<file path="config.mk">
export PLATFORM = sky130hd
export DESIGN_NAME = scope_capture_and_trigger_flat
export DESIGN_NICKNAME = d
export VERILOG_FILES = /design/src/hw/rtl/sct_pkg.sv /design/src/hw/rtl/sct_if.sv /design/src/hw/rtl/sct_row_map.sv /design/src/hw/rtl/sct_ctrl.sv /design/src/hw/rtl/scope_capture_and_trigger.sv /design/src/flat_wrapper.sv
export SDC_FILE = /design/constraint.sdc
export NUM_CORES = 1
export LEC_CHECK = 0
export BUFFER_PORTS_ARGS = -buffer_cell sky130_fd_sc_hd__buf_2
export CORE_MARGIN = 1.5
export CORE_UTILIZATION = 55
export DETAILED_ROUTE_END_ITERATION = 16
export HOLD_SLACK_MARGIN = 0.06
export PLACE_DENSITY_LB_ADDON = 0.2
export SYNTH_ARGS = -nofsm -noshare
export SYNTH_HDL_FRONTEND = slang
export SYNTH_SLANG_ARGS = --single-unit
</file>
<file path="constraint.sdc">
create_clock -name clk -period 6.8 [get_ports clk]
set_input_delay 1.36 -clock clk [delete_from_list [all_inputs] [get_ports clk]]
set_output_delay 1.36 -clock clk [all_outputs]
set_load 0.02 [all_outputs]
</file>
<file path="src/hw/rtl/sct_pkg.sv">
// shared types, constants and helpers of the scope capture and trigger block
// no dependencies
package sct_pkg;

  localparam int FrameColumnsDefault = 99;
  localparam int DcRunLengthDefault  = 500;
  localparam int CrossTimeoutDefault = 1000;

  localparam int SampleW = 8;
  localparam int ColumnW = 7;
  localparam int RowW    = 6;
  localparam int OffsetW = 7;
  localparam int RunW    = 9;
  localparam int WaitW   = 10;

  localparam logic [SampleW-1:0] TriggerReset = 8'd2;
  localparam logic [SampleW-1:0] MinReset     = 8'hff;
  localparam logic [SampleW-1:0] MaxReset     = 8'h00;
  localparam logic [RunW-1:0]    RunMax       = 9'd511;
  localparam logic [WaitW-1:0]   WaitMax      = 10'd1023;
  localparam logic [RowW-1:0]    RowMax       = 6'd63;

  typedef logic [SampleW-1:0] sample_t;

  // result of one processed beat, handed from the control path to the output stage
  typedef struct packed {
    logic               produce;
    logic [ColumnW-1:0] column;
    logic               frame_last;
    sample_t            trigger_level;
  } sct_result_t;

  // x / 5 for x below 512 by reciprocal multiply
  function automatic logic [7:0] div5(input logic [8:0] x);
    logic [17:0] prod;
    prod = 18'(x) * 18'd205;
    return prod[17:10];
  endfunction

endpackage

</file>
<file path="src/hw/rtl/sct_if.sv">
// valid/ready stream interfaces for sample beats in and display point beats out
// depends on sct_pkg
interface sct_sample_if;
  import sct_pkg::*;
  logic    valid;
  logic    ready;
  sample_t sample;
  modport source (output valid, output sample, input ready);
  modport sink (input valid, input sample, output ready);
endinterface

interface sct_point_if;
  import sct_pkg::*;
  logic               valid;
  logic               ready;
  logic [ColumnW-1:0] column;
  logic [RowW-1:0]    row;
  logic               frame_last;
  sample_t            trigger_level;
  modport source (output valid, output column, output row, output frame_last,
                  output trigger_level, input ready);
  modport sink (input valid, input column, input row, input frame_last,
                input trigger_level, output ready);
endinterface

</file>
<file path="src/hw/rtl/sct_row_map.sv">
// maps one sample to its display row with the vertical offset applied
// depends on sct_pkg
module sct_row_map
  import sct_pkg::*;
(
  input  sample_t                    sample,
  input  logic signed [OffsetW-1:0]  vertical_offset,
  output logic        [RowW-1:0]     row
);

  logic        [7:0] base;
  logic signed [9:0] pos;

  always_comb begin
    base = (sample == '0) ? 8'd2 : 8'(div5(9'(sample) + 9'd5) + 8'd2);
    pos  = $signed({2'b00, base}) + 10'sd5 + 10'(vertical_offset);
    if (pos < 0 || pos > $signed({4'b0000, RowMax})) begin
      row = '0;
    end else begin
      row = pos[RowW-1:0];
    end
  end

endmodule

</file>
<file path="src/hw/rtl/sct_ctrl.sv">
// capture / trigger search sequencer: frame limits, trigger level, ac/dc search
// depends on sct_pkg
module sct_ctrl
  import sct_pkg::*;
#(
  parameter int FRAME_COLUMNS = FrameColumnsDefault,
  parameter int DC_RUN_LENGTH = DcRunLengthDefault,
  parameter int CROSS_TIMEOUT = CrossTimeoutDefault
) (
  input  logic        clk,
  input  logic        rst,
  input  logic        step,
  input  sample_t     sample,
  output sct_result_t result
);

  localparam logic [1:0] PhCapture = 2'd0;
  localparam logic [1:0] PhSearch  = 2'd1;
  localparam logic [1:0] PhFall    = 2'd2;
  localparam logic [1:0] PhRise    = 2'd3;

  localparam logic [ColumnW-1:0] ColTop  = ColumnW'(FRAME_COLUMNS);
  localparam logic [RunW-1:0]    RunLim  = RunW'(DC_RUN_LENGTH);
  localparam logic [WaitW-1:0]   WaitLim = WaitW'(CROSS_TIMEOUT);

  logic [1:0]         phase, phase_next;
  logic [ColumnW-1:0] column_index, column_index_next;
  sample_t            frame_max, frame_max_next;
  sample_t            frame_min, frame_min_next;
  sample_t            trigger_reg, trigger_reg_next;
  sample_t            previous_sample;
  logic [RunW-1:0]    equal_run, equal_run_next;
  logic               dc_mode, dc_mode_next;
  logic [WaitW-1:0]   wait_count, wait_count_next;

  logic               eq;
  logic               last;
  sample_t            cap_max, cap_min;
  logic [WaitW-1:0]   wait_inc;

  always_comb begin
    phase_next        = phase;
    column_index_next = column_index;
    frame_max_next    = frame_max;
    frame_min_next    = frame_min;
    trigger_reg_next  = trigger_reg;
    equal_run_next    = equal_run;
    dc_mode_next      = dc_mode;
    wait_count_next   = wait_count;

    eq       = (previous_sample == sample);
    last     = (column_index <= ColumnW'(1)) || (column_index > ColTop);
    cap_max  = (sample > frame_max) ? sample : frame_max;
    cap_min  = (sample < frame_min) ? sample : frame_min;
    wait_inc = (wait_count < WaitMax) ? wait_count + WaitW'(1) : wait_count;

    result.produce       = 1'b0;
    result.column        = last ? ColumnW'(1) : column_index;
    result.frame_last    = last;
    result.trigger_level = trigger_reg;

    case (phase)
      PhCapture: begin
        result.produce = 1'b1;
        frame_max_next = cap_max;
        frame_min_next = cap_min;
        if (last) begin
          if (cap_max != cap_min) begin
            trigger_reg_next = sample_t'((cap_max - cap_min) >> 1) + cap_min;
          end
          phase_next     = PhSearch;
          equal_run_next = '0;
        end else begin
          column_index_next = column_index - ColumnW'(1);
        end
        result.trigger_level = trigger_reg_next;
      end
      PhSearch: begin
        if (eq) begin
          equal_run_next = (equal_run < RunMax) ? equal_run + RunW'(1) : equal_run;
          dc_mode_next   = (equal_run_next >= RunLim);
        end
        if (!dc_mode_next && sample == trigger_reg && previous_sample < sample) begin
          phase_next = PhCapture;
        end else if (dc_mode_next && eq && frame_max != frame_min) begin
          phase_next      = PhFall;
          wait_count_next = '0;
        end else if (dc_mode_next && eq) begin
          phase_next = PhCapture;
        end
      end
      PhFall: begin
        wait_count_next = wait_inc;
        if (!(sample > trigger_reg && wait_inc < WaitLim)) begin
          phase_next      = PhRise;
          wait_count_next = '0;
        end
      end
      PhRise: begin
        wait_count_next = wait_inc;
        if (!(sample < trigger_reg && wait_inc < WaitLim)) begin
          phase_next = PhCapture;
        end
      end
      default: begin
        phase_next = PhCapture;
      end
    endcase

    // leaving search for a new frame reloads the column and frame limits
    if (phase != PhCapture && phase_next == PhCapture) begin
      column_index_next = ColTop;
      frame_max_next    = MaxReset;
      frame_min_next    = MinReset;
    end
  end

  always_ff @(posedge clk) begin
    if (rst) begin
      phase           <= PhCapture;
      column_index    <= ColTop;
      frame_max       <= MaxReset;
      frame_min       <= MinReset;
      trigger_reg     <= TriggerReset;
      previous_sample <= '0;
      equal_run       <= '0;
      dc_mode         <= 1'b0;
      wait_count      <= '0;
    end else if (step) begin
      phase           <= phase_next;
      column_index    <= column_index_next;
      frame_max       <= frame_max_next;
      frame_min       <= frame_min_next;
      trigger_reg     <= trigger_reg_next;
      previous_sample <= sample;
      equal_run       <= equal_run_next;
      dc_mode         <= dc_mode_next;
      wait_count      <= wait_count_next;
    end
  end

endmodule

</file>
<file path="src/hw/rtl/scope_capture_and_trigger.sv">
// Scope capture and trigger unit.
// Input channel samples: one 8-bit converter sample per beat.
// Output channel points: one display point (column, row, frame_last,
// trigger_level) per sample taken during a capture frame; samples taken
// while searching for a trigger give no beat.
// Configuration: cfg_wr_en / cfg_wr_data write the signed vertical offset;
// the user must do so only while no sample is in flight; not enforced here.
// Throughput: one sample per cycle while the receiver does not stall; each
// sample passes an input register, one pass of row mapping and sequencer
// logic, and the output register.
// When the receiver stalls, the point is held in the output register and
// one more sample can sit in the input register; ready then drops until
// the point is taken.
// Reset: synchronous, clears the offset, starts a capture frame at the top
// column with trigger level 2 and ac search; ready is low during reset.
// depends on sct_pkg, sct_if, sct_row_map, sct_ctrl
module scope_capture_and_trigger
  import sct_pkg::*;
#(
  parameter int FRAME_COLUMNS = FrameColumnsDefault,
  parameter int DC_RUN_LENGTH = DcRunLengthDefault,
  parameter int CROSS_TIMEOUT = CrossTimeoutDefault
) (
  input  logic               clk,
  input  logic               rst,
  sct_sample_if.sink         samples,
  sct_point_if.source        points,
  input  logic               cfg_wr_en,
  input  logic [OffsetW-1:0] cfg_wr_data
);

  logic                      stage_valid;
  sample_t                   stage_sample;
  logic signed [OffsetW-1:0] vertical_offset;
  logic                      advance;
  logic [RowW-1:0]           row;
  sct_result_t               result;

  assign advance       = stage_valid && (!points.valid || points.ready);
  assign samples.ready = !rst && (!stage_valid || advance);

  always_ff @(posedge clk) begin
    if (rst) begin
      vertical_offset <= '0;
    end else if (cfg_wr_en) begin
      vertical_offset <= $signed(cfg_wr_data);
    end
  end

  always_ff @(posedge clk) begin
    if (rst) begin
      stage_valid <= 1'b0;
    end else if (samples.valid && samples.ready) begin
      stage_valid <= 1'b1;
    end else if (advance) begin
      stage_valid <= 1'b0;
    end
  end

  always_ff @(posedge clk) begin
    if (samples.valid && samples.ready) begin
      stage_sample <= samples.sample;
    end
  end

  sct_row_map u_row_map (
    .sample          (stage_sample),
    .vertical_offset (vertical_offset),
    .row             (row)
  );

  sct_ctrl #(
    .FRAME_COLUMNS (FRAME_COLUMNS),
    .DC_RUN_LENGTH (DC_RUN_LENGTH),
    .CROSS_TIMEOUT (CROSS_TIMEOUT)
  ) u_ctrl (
    .clk    (clk),
    .rst    (rst),
    .step   (advance),
    .sample (stage_sample),
    .result (result)
  );

  always_ff @(posedge clk) begin
    if (rst) begin
      points.valid <= 1'b0;
    end else if (advance) begin
      points.valid <= result.produce;
    end else if (points.ready) begin
      points.valid <= 1'b0;
    end
  end

  // point payload only moves when a producing beat leaves the input stage
  always_ff @(posedge clk) begin
    if (advance && result.produce) begin
      points.column        <= result.column;
      points.row           <= row;
      points.frame_last    <= result.frame_last;
      points.trigger_level <= result.trigger_level;
    end
  end

endmodule

</file>
<file path="src/flat_wrapper.sv">
// flat-port wrapper written by rule: the top's interface ports become plain ports
module scope_capture_and_trigger_flat import sct_pkg::*;
#(
  parameter int FRAME_COLUMNS = FrameColumnsDefault,
  parameter int DC_RUN_LENGTH = DcRunLengthDefault,
  parameter int CROSS_TIMEOUT = CrossTimeoutDefault
)
  (clk, rst, cfg_wr_en, cfg_wr_data, samples_valid, samples_sample, samples_ready, points_valid, points_column, points_row, points_frame_last, points_trigger_level, points_ready);
  sct_sample_if samples_i ();
  sct_point_if points_i ();
  input  logic clk;
  input  logic rst;
  input  logic cfg_wr_en;
  input  logic [OffsetW-1:0] cfg_wr_data;
  input wire logic [$bits(samples_i.valid)-1:0] samples_valid;
  input wire logic [$bits(samples_i.sample)-1:0] samples_sample;
  output wire logic [$bits(samples_i.ready)-1:0] samples_ready;
  output wire logic [$bits(points_i.valid)-1:0] points_valid;
  output wire logic [$bits(points_i.column)-1:0] points_column;
  output wire logic [$bits(points_i.row)-1:0] points_row;
  output wire logic [$bits(points_i.frame_last)-1:0] points_frame_last;
  output wire logic [$bits(points_i.trigger_level)-1:0] points_trigger_level;
  input wire logic [$bits(points_i.ready)-1:0] points_ready;
  assign samples_i.valid = samples_valid;
  assign samples_i.sample = samples_sample;
  assign samples_ready = samples_i.ready;
  assign points_valid = points_i.valid;
  assign points_column = points_i.column;
  assign points_row = points_i.row;
  assign points_frame_last = points_i.frame_last;
  assign points_trigger_level = points_i.trigger_level;
  assign points_i.ready = points_ready;
  scope_capture_and_trigger #(.FRAME_COLUMNS(FRAME_COLUMNS), .DC_RUN_LENGTH(DC_RUN_LENGTH), .CROSS_TIMEOUT(CROSS_TIMEOUT)) u_core (.clk(clk), .rst(rst), .samples(samples_i), .points(points_i), .cfg_wr_en(cfg_wr_en), .cfg_wr_data(cfg_wr_data));
endmodule
</file>
==> impl_metrics.json <==
{
  "utilization_pct": 63.7,
  "n_antenna_cell": 0,
  "rsz0062_at_grt": "yes",
  "vias_per_cell": 5.72,
  "cp_slowest_cell": "fa_1",
  "syn_inst": 958,
  "insertion_delay_ns": 0.35,
  "synth_cell_types": 82,
  "power_density_nw_per_um2": 356,
  "p_sw_share_pct": 39.7,
  "postSynthAreaPerCell_um2": 8.55,
  "crit_start": "u_core.stage_sample[1]",
  "rows": 44,
  "overflow": 0,
  "die-area_um2": 15600,
  "clock-sinks": 100,
  "fmax_ghz": 0.149,
  "synth_largest_area_cell": "dfxtp_1",
  "worst-path-buf-inv": 2,
  "synth.most_common_cell": "ha_1",
  "critPathLaunchType": "register",
  "rrSetupSlack_ns": 0.09,
  "htree_levels": 3,
  "worstHoldPathType": "reg2reg",
  "worstSetupPathType": "reg2reg",
  "finalHoldViolations": 0,
  "grt_first_pass_wirelength_um": 31200,
  "track_usage_pct": 24.1,
  "synth_top_area_share_pct": 17.1,
  "path_clk_slew_ns": 0.07,
  "power_leakage_nw": 3.95,
  "worst_ep_required_time_ns": 6.90,
  "synth_commonest_cells": "104 x ha_1, 89 x inv_1, 84 x a21oi_1",
  "cp_top_family": "adder cells",
  "ys_seq_area_share_pct": 28.1,
  "fp.dieW_um": 125,
  "yosys_most_used_dff": "dfxtp_1",
  "drtIter0Drc": 518,
  "cp_max_fo": 6,
  "ir_worst_vdd_mv": 0.355,
  "seq_power_share_pct": 21.0,
  "coreArea_um2": 14500,
  "slew_violations": 0,
  "grt_pass1_vias": 6509,
  "ant_nets": 0,
  "reg.largest.list": "u_core.u_ctrl.wait_count (10), u_core.u_ctrl.equal_run (9)",
  "io_buffers": 43,
  "largest_reg_flops": 10,
  "cpPeakStageDelay_ns": 0.56,
  "gp_congestion": 0.850,
  "status": "finished, final reports clean",
  "grt_max_degree": 62,
  "yosysWarningCount": 0,
  "cts_tree": "done",
  "wire_per_inst_um": 15.3,
  "synth-async-reset-ratio_pct": 0,
  "routed_wl_um": 18400,
  "ys_ff_latch": 100,
  "cts_made_buffers": 9,
  "hold_start": "u_core.u_ctrl.previous_sample[7]",
  "hold_buffers": 0,
  "regMostFlops": "u_core.u_ctrl.wait_count",
  "clock_skew_ns": 0.00733,
  "initial_core_util_pct": 56.4,
  "worst_pin_slew_ns": 1.22,
  "area_growth_syn_to_layout_pct": 13.0,
  "internal_power_mw": 1.99,
  "cts_root_buf": "clkbuf_16",
  "worst_setup_path_end_kind": "register",
  "boundaryPins": 44,
  "layout-drive-gt1-share_pct": 14.2,
  "cap_violations": 0,
  "dp_hpwl_um": 14000,
  "antenna_found_initial": 0,
  "p_comb_share_pct": 61.1,
  "post-route-min-period_ns": 6.71,
  "finalSetupViolCount": 0,
  "pwr-share-clk_pct": 17.9,
  "netSwitchingPower_mw": 1.31,
  "drc": 0,
  "syn_area_um2": 8190,
  "relSlewSlack_pct": 18.6,
  "firstDrtPassIters": 5,
  "synth_fp_nets": 1098,
  "synth_edf_count": 30,
  "nNetsFinal": 1158,
  "synth_area_leaders": "dfxtp_1 17%, ha_1 16%, edfxtp_1 11%, a21oi_1 5.1%, xnor2_1 4.2%",
  "fin_crit_sh_pct": 98.7,
  "die_h_um": 125,
  "route.vias.total": 6901,
  "finalSetupTns_ns": 0,
  "r2r-start": "u_core.stage_sample[1]",
  "clock_path_buffers": 2,
  "crit_arrival_ns": 6.82
}
[worst min-delay path: stages (launching register included)]
cell and delay (ns):
dfxtp_1 0.31, nand2_1 0.05, a21oi_1 0.05
[cell families after synthesis]
kind of cell	synth area share, %
AND/OR/NAND/NOR	18.6
AO/OA/AOI/OAI	18.5
buffers and inverters	5.79
adder cells (fa/ha/maj)	19.8
flip-flops	28.1
XOR/XNOR	6.31
multiplexers	2.89
other	0.0458
[routing by layer]
metal | part of all wire, % | track usage, % | up-vias
li1 | - | - | 3537
met1 | 49 | 33.3 | 3175
met2 | 45 | 38.5 | 158
met3 | 4.1 | 4.66 | 31
met4 | 1.9 | 6.89 | 0
met5 | 0 | 0 | -
[metrics by stage]
stage          std cells  total power, mW  setup slack (ns)  area, um2  hold slack, ns
2_1_floorplan        958             2.18           -0.0381       8270           0.436
3_3_place_gp        1187             2.54            0.0290       8820           0.446
3_5_place_dp        1187             2.58           -0.0554       8820           0.450
4_1_cts             1203             3.20           0.00809       9180           0.462
5_1_grt             1207             3.59            -0.269       9260           0.490
6_report            1207             3.30            0.0859       9260           0.460
[power groups by stage]
stage	logic [mW]	clock network [mW]	registers (mW)
after floorplan	1.45	0	0.724
after global placement	1.84	0	0.704
after detailed placement	1.87	0	0.706
after CTS	1.91	0.597	0.692
after global routing	2.27	0.622	0.696
final	2.02	0.591	0.692
[cell usage in the layout, fill, tap and decap left out, types with 19 or more instances in the layout]
cell	instances
a21oi_1	81
and2_1	19
buf_2	43
buf_4	37
dfxtp_1	70
edfxtp_1	30
ha_1	101
inv_1	89
nand2_1	70
nand3_1	26
nor2_1	75
nor3_1	26
o21ai_0	45
xnor2_1	32
xor2_1	20
[repair_timing]
| item | 4_1_cts | 5_1_grt |
|---|---|---|
| pin swaps | 1 | 20 |
| resized for setup | 2 | 10 |
| buffers inserted | 0 | 4 |
| endpoints found under the setup margin | 6 | 6 |
[layout make-up]
| class | count | area, um2 |
|---|---|---|
| Tap cell | 184 | 230 |
| Multi-Input combinational cell | 737 | 5560 |
| Timing Repair Buffer | 80 | 493 |
| Clock inverter | 7 | 115 |
| Fill cell | 1233 | 5270 |
| Sequential cell | 100 | 2300 |
| Inverter | 90 | 338 |
| Clock buffer | 9 | 225 |
[final timing paths]
path                                 endpoint  cells past startpoint
max                      u_core.points.row[2]                     28
min          u_core.u_ctrl.previous_sample[7]                      2
max reg2reg              u_core.points.row[2]                     28
min reg2reg  u_core.u_ctrl.previous_sample[7]                      2
Power figures use the tool's default switching activity.
